## src/rtl/bimsu_pkg.sv

```systemverilog
// Package for the biunique index move and shift unit.
// Holds field widths, the table entry layout, and operation and status codes.
// Depends on nothing.
package bimsu_pkg;

	localparam int ENTRIES_DEFAULT = 64;
	localparam int KEY_W = 6;
	localparam int FUNC_W = 2;
	localparam int STATUS_W = 2;

	typedef enum logic [FUNC_W-1:0] {
		FN_BIND = 2'd0,
		FN_MOVE = 2'd1,
		FN_LOOKUP = 2'd2
	} func_t;

	typedef enum logic [STATUS_W-1:0] {
		ST_OK = 2'd0,
		ST_EMPTY = 2'd1,
		ST_NOROOM = 2'd2
	} status_t;

	typedef struct packed {
		logic vld;
		logic [KEY_W-1:0] idx;
	} entry_t;

endpackage

```

## src/rtl/biunique_index_move_shift_unit.sv

```systemverilog
// Top level of the biunique index move and shift unit: forward and reverse tables
// in two synchronous memories, driven by a one-hot sequencer.
// Depends on bimsu_pkg.
//
//  channel  direction  handshake            payload
//  in       input      in_valid / in_stall  func, a_key, a_target, b_key
//  out      output     out_valid / out_stall b_value, status
//
// After reset a clearing pass writes every entry of both tables before the first word.
// Lookup passes through S_READ to S_RESP, bind through S_READ and S_SET, and a rejected word
// goes straight to S_RESP, which loads the result register. A move's gap search and shift
// each visit one entry per cycle through the forward memory's read port.
// A new word is taken whenever the sequencer is idle, even while a result waits on out_stall.
module biunique_index_move_shift_unit #(
	parameter int ENTRIES = bimsu_pkg::ENTRIES_DEFAULT
) (
	input  logic                           clk,
	input  logic                           arst_n,
	input  logic                           in_valid,
	output logic                           in_stall,
	input  logic [bimsu_pkg::FUNC_W-1:0]   func,
	input  logic [bimsu_pkg::KEY_W-1:0]    a_key,
	input  logic [bimsu_pkg::KEY_W-1:0]    a_target,
	input  logic [bimsu_pkg::KEY_W-1:0]    b_key,
	output logic                           out_valid,
	input  logic                           out_stall,
	output logic [bimsu_pkg::KEY_W-1:0]    b_value,
	output logic [bimsu_pkg::STATUS_W-1:0] status
);

	localparam int KW = bimsu_pkg::KEY_W;
	localparam int AW = $clog2(ENTRIES);
	localparam int CW = AW + 1;

	typedef logic [AW-1:0] idx_t;

	typedef enum logic [8:0] {
		S_CLEAR  = 9'b000000001,
		S_IDLE   = 9'b000000010,
		S_READ   = 9'b000000100,
		S_SEARCH = 9'b000001000,
		S_VAC    = 9'b000010000,
		S_SHIFT  = 9'b000100000,
		S_SET    = 9'b001000000,
		S_RESP   = 9'b010000000,
		S_SPARE  = 9'b100000000
	} state_t;

	function automatic logic in_range(input logic [KW-1:0] key);
		return ENTRIES > 32'(key);
	endfunction

	bimsu_pkg::entry_t fwd_mem [ENTRIES];
	bimsu_pkg::entry_t rev_mem [ENTRIES];
	bimsu_pkg::entry_t fwd_rd_q, rev_rd_q;

	logic fwd_we, rev_we;
	idx_t fwd_wa, rev_wa, fwd_ra, rev_ra;
	bimsu_pkg::entry_t fwd_wd, rev_wd;

	state_t state_q, state_d;
	logic [bimsu_pkg::FUNC_W-1:0] func_q;
	logic [KW-1:0] ak_q, at_q, bk_q, b_q, b_d;
	logic [CW-1:0] chk_q, chk_d, chk_nx;
	idx_t sh_q, sh_d, clr_q, ak_idx, at_idx;
	logic [KW-1:0] res_b_q, res_b_d, set_a;
	bimsu_pkg::status_t res_st_q, res_st_d, status_q;
	logic [KW-1:0] b_value_q;
	logic out_valid_q, out_free, er_live;
	bimsu_pkg::entry_t ef, er;

	assign in_stall = (state_q != S_IDLE);
	assign out_valid = out_valid_q;
	assign b_value = b_value_q;
	assign status = status_q;
	assign out_free = !out_valid_q || !out_stall;

	assign ef = fwd_rd_q;
	assign er = rev_rd_q;
	assign ak_idx = idx_t'(ak_q);
	assign at_idx = idx_t'(at_q);
	assign chk_nx = chk_q + CW'(1);
	assign rev_ra = idx_t'(b_key);
	assign set_a = (func_q == bimsu_pkg::FN_MOVE) ? at_q : ak_q;
	assign er_live = er.vld && !(ef.vld && in_range(ef.idx) && (ef.idx == bk_q));

	always_ff @(posedge clk) begin
		if (fwd_we) begin
			fwd_mem[fwd_wa] <= fwd_wd;
		end
		fwd_rd_q <= fwd_mem[fwd_ra];
	end

	always_ff @(posedge clk) begin
		if (rev_we) begin
			rev_mem[rev_wa] <= rev_wd;
		end
		rev_rd_q <= rev_mem[rev_ra];
	end

	always_comb begin
		state_d = state_q;
		chk_d = chk_q;
		sh_d = sh_q;
		b_d = b_q;
		res_b_d = res_b_q;
		res_st_d = res_st_q;
		fwd_we = 1'b0;
		fwd_wa = '0;
		fwd_wd = '0;
		fwd_ra = '0;
		rev_we = 1'b0;
		rev_wa = '0;
		rev_wd = '0;
		unique case (state_q)
			S_CLEAR: begin
				fwd_we = 1'b1;
				fwd_wa = clr_q;
				rev_we = 1'b1;
				rev_wa = clr_q;
				if (clr_q == idx_t'(ENTRIES - 1)) begin
					state_d = S_IDLE;
				end
			end
			S_IDLE: begin
				fwd_ra = idx_t'(a_key);
				res_b_d = '0;
				if (in_valid) begin
					unique case (func)
						bimsu_pkg::FN_BIND: begin
							if (in_range(a_key) && in_range(b_key)) begin
								state_d = S_READ;
							end else begin
								res_st_d = bimsu_pkg::ST_NOROOM;
								state_d = S_RESP;
							end
						end
						bimsu_pkg::FN_MOVE, bimsu_pkg::FN_LOOKUP: begin
							if (in_range(a_key)) begin
								state_d = S_READ;
							end else begin
								res_st_d = bimsu_pkg::ST_EMPTY;
								state_d = S_RESP;
							end
						end
						default: begin
							res_st_d = bimsu_pkg::ST_OK;
							state_d = S_RESP;
						end
					endcase
				end
			end
			S_READ: begin
				fwd_ra = at_idx;
				unique case (func_q)
					bimsu_pkg::FN_BIND: begin
						if (ef.vld && in_range(ef.idx)) begin
							rev_we = 1'b1;
							rev_wa = idx_t'(ef.idx);
						end
						if (er_live && in_range(er.idx)) begin
							fwd_we = 1'b1;
							fwd_wa = idx_t'(er.idx);
						end
						b_d = bk_q;
						state_d = S_SET;
					end
					bimsu_pkg::FN_LOOKUP: begin
						if (ef.vld) begin
							res_b_d = ef.idx;
							res_st_d = bimsu_pkg::ST_OK;
						end else begin
							res_st_d = bimsu_pkg::ST_EMPTY;
						end
						state_d = S_RESP;
					end
					bimsu_pkg::FN_MOVE: begin
						priority if (!ef.vld) begin
							res_st_d = bimsu_pkg::ST_EMPTY;
							state_d = S_RESP;
						end else if (at_q == ak_q) begin
							res_b_d = ef.idx;
							res_st_d = bimsu_pkg::ST_OK;
							state_d = S_RESP;
						end else if (!in_range(at_q)) begin
							res_st_d = bimsu_pkg::ST_NOROOM;
							state_d = S_RESP;
						end else begin
							b_d = ef.idx;
							chk_d = CW'(at_q);
							state_d = S_SEARCH;
						end
					end
					default: begin
						state_d = S_RESP;
					end
				endcase
			end
			S_SEARCH: begin
				fwd_ra = chk_nx[AW-1:0];
				priority if ((32'(chk_q) == 32'(ak_q)) || !ef.vld) begin
					sh_d = chk_q[AW-1:0];
					state_d = S_VAC;
				end else if (chk_nx == CW'(ENTRIES)) begin
					res_st_d = bimsu_pkg::ST_NOROOM;
					state_d = S_RESP;
				end else begin
					chk_d = chk_nx;
				end
			end
			S_VAC: begin
				fwd_we = 1'b1;
				fwd_wa = ak_idx;
				fwd_ra = sh_q - idx_t'(1);
				if (sh_q == at_idx) begin
					state_d = S_SET;
				end else begin
					state_d = S_SHIFT;
				end
			end
			S_SHIFT: begin
				fwd_ra = sh_q - idx_t'(2);
				if (ef.vld) begin
					fwd_we = 1'b1;
					fwd_wa = sh_q;
					fwd_wd = ef;
					if (in_range(ef.idx)) begin
						rev_we = 1'b1;
						rev_wa = idx_t'(ef.idx);
						rev_wd.vld = 1'b1;
						rev_wd.idx = KW'(sh_q);
					end
				end
				if (idx_t'(sh_q - idx_t'(1)) == at_idx) begin
					state_d = S_SET;
				end else begin
					sh_d = sh_q - idx_t'(1);
				end
			end
			S_SET: begin
				fwd_we = 1'b1;
				fwd_wa = idx_t'(set_a);
				fwd_wd.vld = 1'b1;
				fwd_wd.idx = b_q;
				rev_we = 1'b1;
				rev_wa = idx_t'(b_q);
				rev_wd.vld = 1'b1;
				rev_wd.idx = set_a;
				res_b_d = b_q;
				res_st_d = bimsu_pkg::ST_OK;
				state_d = S_RESP;
			end
			S_RESP: begin
				if (out_free) begin
					state_d = S_IDLE;
				end
			end
			default: begin
				state_d = S_IDLE;
			end
		endcase
	end

	always_ff @(posedge clk or negedge arst_n) begin
		if (!arst_n) begin
			state_q <= S_CLEAR;
			clr_q <= '0;
			chk_q <= '0;
			sh_q <= '0;
			out_valid_q <= 1'b0;
		end else begin
			state_q <= state_d;
			chk_q <= chk_d;
			sh_q <= sh_d;
			if (state_q == S_CLEAR) begin
				clr_q <= clr_q + idx_t'(1);
			end
			if ((state_q == S_RESP) && out_free) begin
				out_valid_q <= 1'b1;
			end else if (!out_stall) begin
				out_valid_q <= 1'b0;
			end
		end
	end

	always_ff @(posedge clk) begin
		if ((state_q == S_IDLE) && in_valid) begin
			func_q <= func;
			ak_q <= a_key;
			at_q <= a_target;
			bk_q <= b_key;
		end
		b_q <= b_d;
		res_b_q <= res_b_d;
		res_st_q <= res_st_d;
		if ((state_q == S_RESP) && out_free) begin
			b_value_q <= res_b_q;
			status_q <= res_st_q;
		end
	end

	a_rise_from_resp: assert property (@(posedge clk) disable iff (!arst_n)
		$rose(out_valid_q) |-> $past(state_q == S_RESP))
		else $error("result word appeared outside the response state");

	a_accept_leaves_idle: assert property (@(posedge clk) disable iff (!arst_n)
		(in_valid && !in_stall) |=> (state_q != S_IDLE))
		else $error("accepted word did not start the sequencer");

	a_search_in_table: assert property (@(posedge clk) disable iff (!arst_n)
		(state_q == S_SEARCH) |-> (32'(chk_q) < ENTRIES))
		else $error("gap search pointer left the table");

	a_resp_delivers: assert property (@(posedge clk) disable iff (!arst_n)
		((state_q == S_RESP) && out_free) |=> (out_valid_q && (state_q == S_IDLE)))
		else $error("response did not reach the output register");

endmodule
```

## config.mk

```make
export PLATFORM = sky130hd
export DESIGN_NAME = biunique_index_move_shift_unit
export DESIGN_NICKNAME = d
export VERILOG_FILES = /design/src/rtl/bimsu_pkg.sv /design/src/rtl/biunique_index_move_shift_unit.sv
export SDC_FILE = /design/constraint.sdc
export NUM_CORES = 1
export LEC_CHECK = 0
export BUFFER_PORTS_ARGS = -buffer_cell sky130_fd_sc_hd__buf_4
export CORE_MARGIN = 2
export CORE_UTILIZATION = 43
export CTS_CLUSTER_DIAMETER = 120
export DETAILED_ROUTE_END_ITERATION = 10
export SYNTH_ARGS = -nofsm -noshare
export SYNTH_HDL_FRONTEND = slang
export SYNTH_SLANG_ARGS = --single-unit
```

## constraint.sdc

```tcl
create_clock -name clk -period 16.3 [get_ports clk]
set_input_delay 3.26 -clock clk [delete_from_list [all_inputs] [get_ports clk]]
set_output_delay 3.26 -clock clk [all_outputs]
set_load 0.01 [all_outputs]
```

* Word-level counts from Yosys, hierarchy flattened
Memory sizes are Yosys's and may differ from the RTL's. A register that Yosys moved wholly into a read port is not among the register bits.
Cells that the tools add are included.
** Storage, ports and cells
- Bits in registers :: 71
- RAM bits :: 896
- Input bits :: 24
- Output and inout port bits :: 10
- Logic and storage cells :: 151
- Memories kept :: 2
** Cells by class
- Add/sub/neg operators :: 4
- Eq/ne operators :: 42
- Muxes and demuxes :: 63
- Reductions and logical operators :: 26
** Memories
- fwd_mem :: depth 64, bits a word 7, rd ports 1, clocked after Yosys merged registers in 1, write ports 1, line biunique_index_move_shift_unit.sv:53 : bimsu_pkg::entry_t fwd_mem [ENTRIES];
- rev_mem :: depth 64, bits a word 7, rd ports 1, clocked after Yosys merged registers in 1, write ports 1, line biunique_index_move_shift_unit.sv:54 : bimsu_pkg::entry_t rev_mem [ENTRIES];
** Operators with widths (count)
- two-way mux 6 bit :: 13
- case mux 9 bit (8 select lines) :: 1
- case mux 6 bit (5 select lines) :: 2
- two-way mux 7 bit :: 8
- two-way mux 9 bit :: 6
- case mux 7 bit (2 select lines) :: 3
- case mux 6 bit (2 select lines) :: 3
- inequality test 2 bit (second input constant) :: 15
- == test 6 bit :: 4
- two-way mux 8 bit :: 3
- case mux 6 bit (4 select lines) :: 1
- case mux 6 bit (3 select lines) :: 1
- case mux 8 bit (2 select lines) :: 1
- two-way mux 2 bit :: 6
- inequality test 3 bit (second input constant) :: 4
- two-way mux 1 bit :: 11
- AND reduction 5 bit :: 2
- == test 9 x 1 -> 1 bit (second input constant) :: 1
- == test 9 x 2 -> 1 bit (second input constant) :: 1
- == test 9 x 3 -> 1 bit (second input constant) :: 1
- == test 9 x 4 -> 1 bit (second input constant) :: 1
- == test 9 x 5 -> 1 bit (second input constant) :: 1
- == test 9 x 6 -> 1 bit (second input constant) :: 1
- == test 9 x 7 -> 1 bit (second input constant) :: 1
- other kinds (30) :: 44

* Longest topological paths before layout
- Depth after elaboration :: 9
- Gate-level depth with buffers :: 14

* Worst setup path after synthesis
OpenSTA, ideal clock, no wires.
- Path kind :: in2reg
- Start point :: input port b_key[0] in the netlist's numbering
- End point :: register er[0] (netlist name)
- Data arrival time :: 5728 ps
- Data required time :: 16166 ps
- Slack :: 10437 ps
- Stages on the path :: 6
- Path through :: clkbuf_1 clkbuf_1 buf_1 mux4_2 mux4_2 mux4_2
** RTL lines
- start: declaration :: line biunique_index_move_shift_unit.sv:24 : input logic [bimsu_pkg::KEY_W-1:0] b_key,

* Worst setup path after layout
- Start point :: input port a_key[0] in the netlist's numbering
- End point :: register ef[6] (netlist name)
** Between the ends
- Cells in the longest elaborated chain, start to end :: 1
** RTL lines
- start: declaration :: line biunique_index_move_shift_unit.sv:22 : input logic [bimsu_pkg::KEY_W-1:0] a_key,
- case mux 6 bit (5 select lines) :: line biunique_index_move_shift_unit.sv:115 : unique case (state_q)
No other way between the ends.
A chain may end at the register's enable or synchronous reset.

==> report_table.html <==
<table>
<tr><th>Metric</th><th>Value</th></tr>
<tr><th colspan="2">Yosys</th></tr>
<tr><td>Share of synthesized area occupied by flip-flops and latches</td><td>0.728</td></tr>
<tr><td>Cell count after synthesis</td><td>2406</td></tr>
<tr><td>Largest area contributor in the synthesized netlist</td><td>sky130_fd_sc_hd__edfxtp_1</td></tr>
<tr><td>Share of flip-flops with an asynchronous set or reset after synthesis</td><td>0.0286</td></tr>
<tr><td>Flip-flop cell with the highest count after synthesis</td><td>sky130_fd_sc_hd__edfxtp_1</td></tr>
<tr><td>Number of nets in the synthesized netlist</td><td>2435</td></tr>
<tr><td>Total standard cell area after synthesis</td><td>40000 µm²</td></tr>
<tr><td>List of most frequent post-synthesis cells</td><td>sky130_fd_sc_hd__edfxtp_1, sky130_fd_sc_hd__nand2_1, sky130_fd_sc_hd__nor2_1</td></tr>
<tr><td>Cell with the most instances after synthesis</td><td>sky130_fd_sc_hd__edfxtp_1</td></tr>
<tr><td>Number of register bits inferred by synthesis</td><td>980</td></tr>
<tr><td>EDFF count, synth</td><td>938</td></tr>
<tr><td>Biggest area contributors in the synthesized netlist</td><td>sky130_fd_sc_hd__edfxtp_1, sky130_fd_sc_hd__mux4_2, sky130_fd_sc_hd__nand2_1</td></tr>
<tr><td>Top-area cell type share of the netlist area</td><td>0.703</td></tr>
<tr><td>Synth warn</td><td>0</td></tr>
<tr><td>Average instance area after synthesis</td><td>16.6 µm²</td></tr>
<tr><td>Count of cell types in the netlist</td><td>85</td></tr>
<tr><th colspan="2">Setup path</th></tr>
<tr><td>Nature of the critical path startpoint</td><td>primary input</td></tr>
<tr><td>Worst Path Required</td><td>16.81 ns</td></tr>
<tr><td>Worst r2r path cells</td><td>10</td></tr>
<tr><td>Reg2reg setup slack</td><td>10.98 ns</td></tr>
<tr><td>Worst flop-to-flop path endpoint</td><td>ef[0]$_DFF_P_</td></tr>
<tr><td>Crit path cell chain</td><td>buf_4 &gt; nand3_1 &gt; and3_4 &gt; buf_4 &gt; buf_4 &gt; mux4_2 &gt; a211oi_1 &gt; o221ai_1</td></tr>
<tr><td>CP Max Fanout</td><td>69</td></tr>
<tr><td>Arr. time, crit path</td><td>7.39 ns</td></tr>
<tr><td>WS Path Type</td><td>primary input to register</td></tr>
<tr><td>Reg2reg start</td><td>state_q[5]$_DFFE_PN0P_</td></tr>
<tr><td>CP endpoint kind</td><td>register</td></tr>
<tr><td>Most Frequent Cell on Critical Path</td><td>sky130_fd_sc_hd__buf_4</td></tr>
<tr><td>Delay of the slowest cell on the worst path</td><td>0.81 ns</td></tr>
<tr><td>Slowest CP cell</td><td>sky130_fd_sc_hd__buf_4</td></tr>
<tr><th colspan="2">Layout</th></tr>
<tr><td>Number of nets in the layout</td><td>2449</td></tr>
<tr><td>Area growth from synthesis to layout</td><td>11.5%</td></tr>
<tr><td>Share of layout cells above drive strength 1</td><td>0.157</td></tr>
<tr><td>Fraction of the core area covered by cells at the end of the flow</td><td>0.485</td></tr>
<tr><td>Filler instances</td><td>7709</td></tr>
<tr><th colspan="2">STA</th></tr>
<tr><td>Worst-Margin Slew</td><td>1.18 ns</td></tr>
<tr><td>Sum Neg Setup Slack</td><td>0 ns</td></tr>
<tr><td>Min Clock Period, post-route</td><td>just under 7 ns</td></tr>
<tr><td>Post-route clock period utilization</td><td>0.422</td></tr>
<tr><td>Hold violation total from the final report</td><td>0</td></tr>
<tr><td>Normalized max-slew margin</td><td>0.212</td></tr>
<tr><td>Setup violation total in the final timing report</td><td>0</td></tr>
<tr><td>Achievable clock frequency</td><td>0.145 GHz</td></tr>
<tr><td>Clock Skew</td><td>0.0286 ns</td></tr>
<tr><td>Total count of max-transition violations in the final report</td><td>0</td></tr>
<tr><td>RSZ-0062 raised after global routing</td><td>no</td></tr>
<tr><th colspan="2">GRT</th></tr>
<tr><td>Total Routing Usage GR</td><td>0.209</td></tr>
<tr><td>Pin count of the biggest net entering global routing</td><td>99</td></tr>
<tr><td>Global route total overflow</td><td>0</td></tr>
<tr><td>Wire length of the first global-routing pass</td><td>147000 µm</td></tr>
<tr><td>Vias in the first global route</td><td>22000</td></tr>
<tr><td>Initial antenna violation count</td><td>0</td></tr>
<tr><th colspan="2">Status</th></tr>
<tr><td>Outcome</td><td>completed</td></tr>
<tr><th colspan="2">Power and ir drop</th></tr>
<tr><td>Pleak</td><td>16.3 nW</td></tr>
<tr><td>Power density over the cells</td><td>138 nW/µm²</td></tr>
<tr><td>Largest voltage drop on the vdd net</td><td>0.000101 V</td></tr>
<tr><th colspan="2">Floorplan</th></tr>
<tr><td>Boundary Pins</td><td>34</td></tr>
<tr><td>Die Outline Area</td><td>95600 µm²</td></tr>
<tr><td>Placeable core region</td><td>~90000 µm²</td></tr>
<tr><td>Y dimension of the die</td><td>309 µm</td></tr>
<tr><td>Die width</td><td>309 µm</td></tr>
<tr><td>Core Rows</td><td>111</td></tr>
<tr><td>Initial Utilization</td><td>0.436</td></tr>
<tr><th colspan="2">CTS</th></tr>
<tr><td>Number of clock sinks seen by CTS</td><td>980</td></tr>
<tr><td>H-tree levels</td><td>3</td></tr>
<tr><td>Post-CTS repair timing setup buffer count</td><td>0</td></tr>
<tr><td>Clock latency on the worst-skew pair</td><td>0.68 ns</td></tr>
<tr><td>Maximum clock insertion buffer count</td><td>3</td></tr>
<tr><td>Reg clk slew, reported paths</td><td>0.06 ns</td></tr>
<tr><td>Post-CTS Hold Fix Bufs</td><td>0</td></tr>
<tr><td>Root Buffer Master</td><td>sky130_fd_sc_hd__clkbuf_16</td></tr>
<tr><td>CTS tree</td><td>done</td></tr>
<tr><td>PostCTS Resize Cnt</td><td>0</td></tr>
<tr><td>Inserted Clock Buffers</td><td>between 90 and 100</td></tr>
<tr><th colspan="2">Routing</th></tr>
<tr><td>Initial detailed-routing violation count</td><td>2448</td></tr>
<tr><td>Antenna Nets Post-Route</td><td>0</td></tr>
<tr><td>Total via count in the routed design</td><td>22000</td></tr>
<tr><td>Aggregate routed wire length</td><td>99100 µm</td></tr>
<tr><td>Drt drc</td><td>0</td></tr>
<tr><td>Routed length per instance</td><td>26.5 µm</td></tr>
<tr><td>Vias per cell</td><td>a little under 6</td></tr>
<tr><td>First-pass detailed-route iteration total</td><td>9</td></tr>
<tr><th colspan="2">Min path</th></tr>
<tr><td>Worst Hold Depth</td><td>0</td></tr>
<tr><td>Hold wc startpoint</td><td>res_st_q[1]$_DFFE_PP_</td></tr>
<tr><td>Worst-case hold path end point</td><td>status[1]$_DFFE_PP_</td></tr>
<tr><td>HP Class</td><td>register to register</td></tr>
<tr><th colspan="2">Placement</th></tr>
<tr><td>Port Buffers</td><td>33</td></tr>
<tr><td>Routability Congestion</td><td>0.920</td></tr>
<tr><td>Half-perimeter wire length after detailed placement</td><td>60300 µm</td></tr>
<tr><th colspan="2">Flow run</th></tr>
<tr><td>Total of max-cap violations</td><td>0</td></tr>
</table>
-- per-layer routing --
| metal | routed length, µm | track usage | up-vias |
|---|---|---|---|
| met5 | 0 | 0 | - |
| met4 | 3410 | 0.0726 | 0 |
| met3 | 6510 | 0.0370 | 205 |
| met2 | 48300 | 0.340 | 877 |
| met1 | 40900 | 0.285 | 11300 |
| li1 | - | - | 9569 |
-- kinds of logic after synthesis --
logic type | count (synthesis) | synth area share
flip-flops | 980 | 0.728
AND/OR/NAND/NOR | 607 | 0.0693
AO/OA/AOI/OAI | 373 | 0.0654
multiplexers | 246 | 0.108
buffers and inverters | 153 | 0.0184
XOR/XNOR | 42 | 0.00919
adder cells (fa/ha/maj) | 5 | 0.00156
-- state kept, by name, summed over array words and instances, names as in the netlist, 6 cells and up --
register,flops
bk_q,6
chk_q,7
res_b_q,6
rev_mem,448
b_value,6
clr_q,6
b_q,6
ak_idx,6
ef,7
sh_q,6
fwd_mem,448
at_idx,6
state_q,8
er,7
-- through the flow --
| stage | instance area, µm² | total power, W | hold WS (ns) | setup WS, ns | cells |
|---|---|---|---|---|---|
| 2_1_floorplan | 40000 | 0.00366 | 0.400 | 10.44 | 2406 |
| 3_3_place_gp | 41500 | 0.00396 | 0.406 | 8.83 | 3565 |
| 3_5_place_dp | 41500 | 0.00398 | 0.412 | 8.79 | 3565 |
| 4_1_cts | 44600 | 0.00619 | 0.440 | 9.50 | 3742 |
| 5_1_grt | 44600 | 0.00637 | 0.448 | 9.17 | 3742 |
| 6_report | 44600 | 0.00617 | 0.436 | 9.43 | 3743 |
-- layout make-up --
| type | instances | area [µm²] | area share |
|---|---|---|---|
| repair buffers | 57 | 432 | 0.00967 |
| flip-flops and latches | 980 | 29100 | 0.653 |
| well taps | 1243 | 1560 | 0.0348 |
| diodes | 1 | 2.50 | 0.0000561 |
| inverters | 12 | 45.0 | 0.00101 |
| clock inverters | 52 | 589 | 0.0132 |
| clock buffers | 125 | 2550 | 0.0572 |
| multi-input cells | 1273 | 10300 | 0.231 |
-- placed cells by master, fill, tap and decap left out, types with 17 or more instances in the layout --
master / n
sky130_fd_sc_hd__mux2i_1: 83
sky130_fd_sc_hd__buf_4: 56
sky130_fd_sc_hd__a21oi_1: 151
sky130_fd_sc_hd__edfxtp_1: 938
sky130_fd_sc_hd__nand3_1: 77
sky130_fd_sc_hd__xnor2_1: 27
sky130_fd_sc_hd__nand2_1: 226
sky130_fd_sc_hd__dfrtp_1: 27
sky130_fd_sc_hd__a221oi_1: 27
sky130_fd_sc_hd__and2_1: 21
sky130_fd_sc_hd__clkbuf_16: 98
sky130_fd_sc_hd__o21ai_0: 22
sky130_fd_sc_hd__mux4_2: 148
sky130_fd_sc_hd__clkinv_1: 17
sky130_fd_sc_hd__a221o_1: 28
sky130_fd_sc_hd__nor2_1: 175
sky130_fd_sc_hd__clkbuf_1: 27
-- where the power goes --
group,internal (W),switching (W)
sequential,0.00279,0.000109
clock,0.00128,0.000941
combinational,0.000336,0.000711
total,0.00441,0.00176
-- worst max path at each step --
stage	start	end	depth (start not counted)
4_1_cts	a_key[0]	ef[2]$_DFF_P_	10
6_report	a_key[0]	ef[6]$_DFF_P_	8
3_5_place_dp	a_key[0]	ef[2]$_DFF_P_	10
2_1_floorplan	b_key[0]	er[0]$_DFF_P_	6
5_1_grt	a_key[0]	ef[2]$_DFF_P_	10
3_3_place_gp	a_key[0]	ef[2]$_DFF_P_	10
-- worst max-delay path: cells and delay by family --
family | cells | cell delay (ns)
buffers and inverters | 3 | 1.70
and+or+nand+nor | 2 | 1.11
AOI/OAI and AO/OA | 2 | 0.61
muxes | 1 | 0.60
Note: power is estimated with default switching activity, not from simulation.
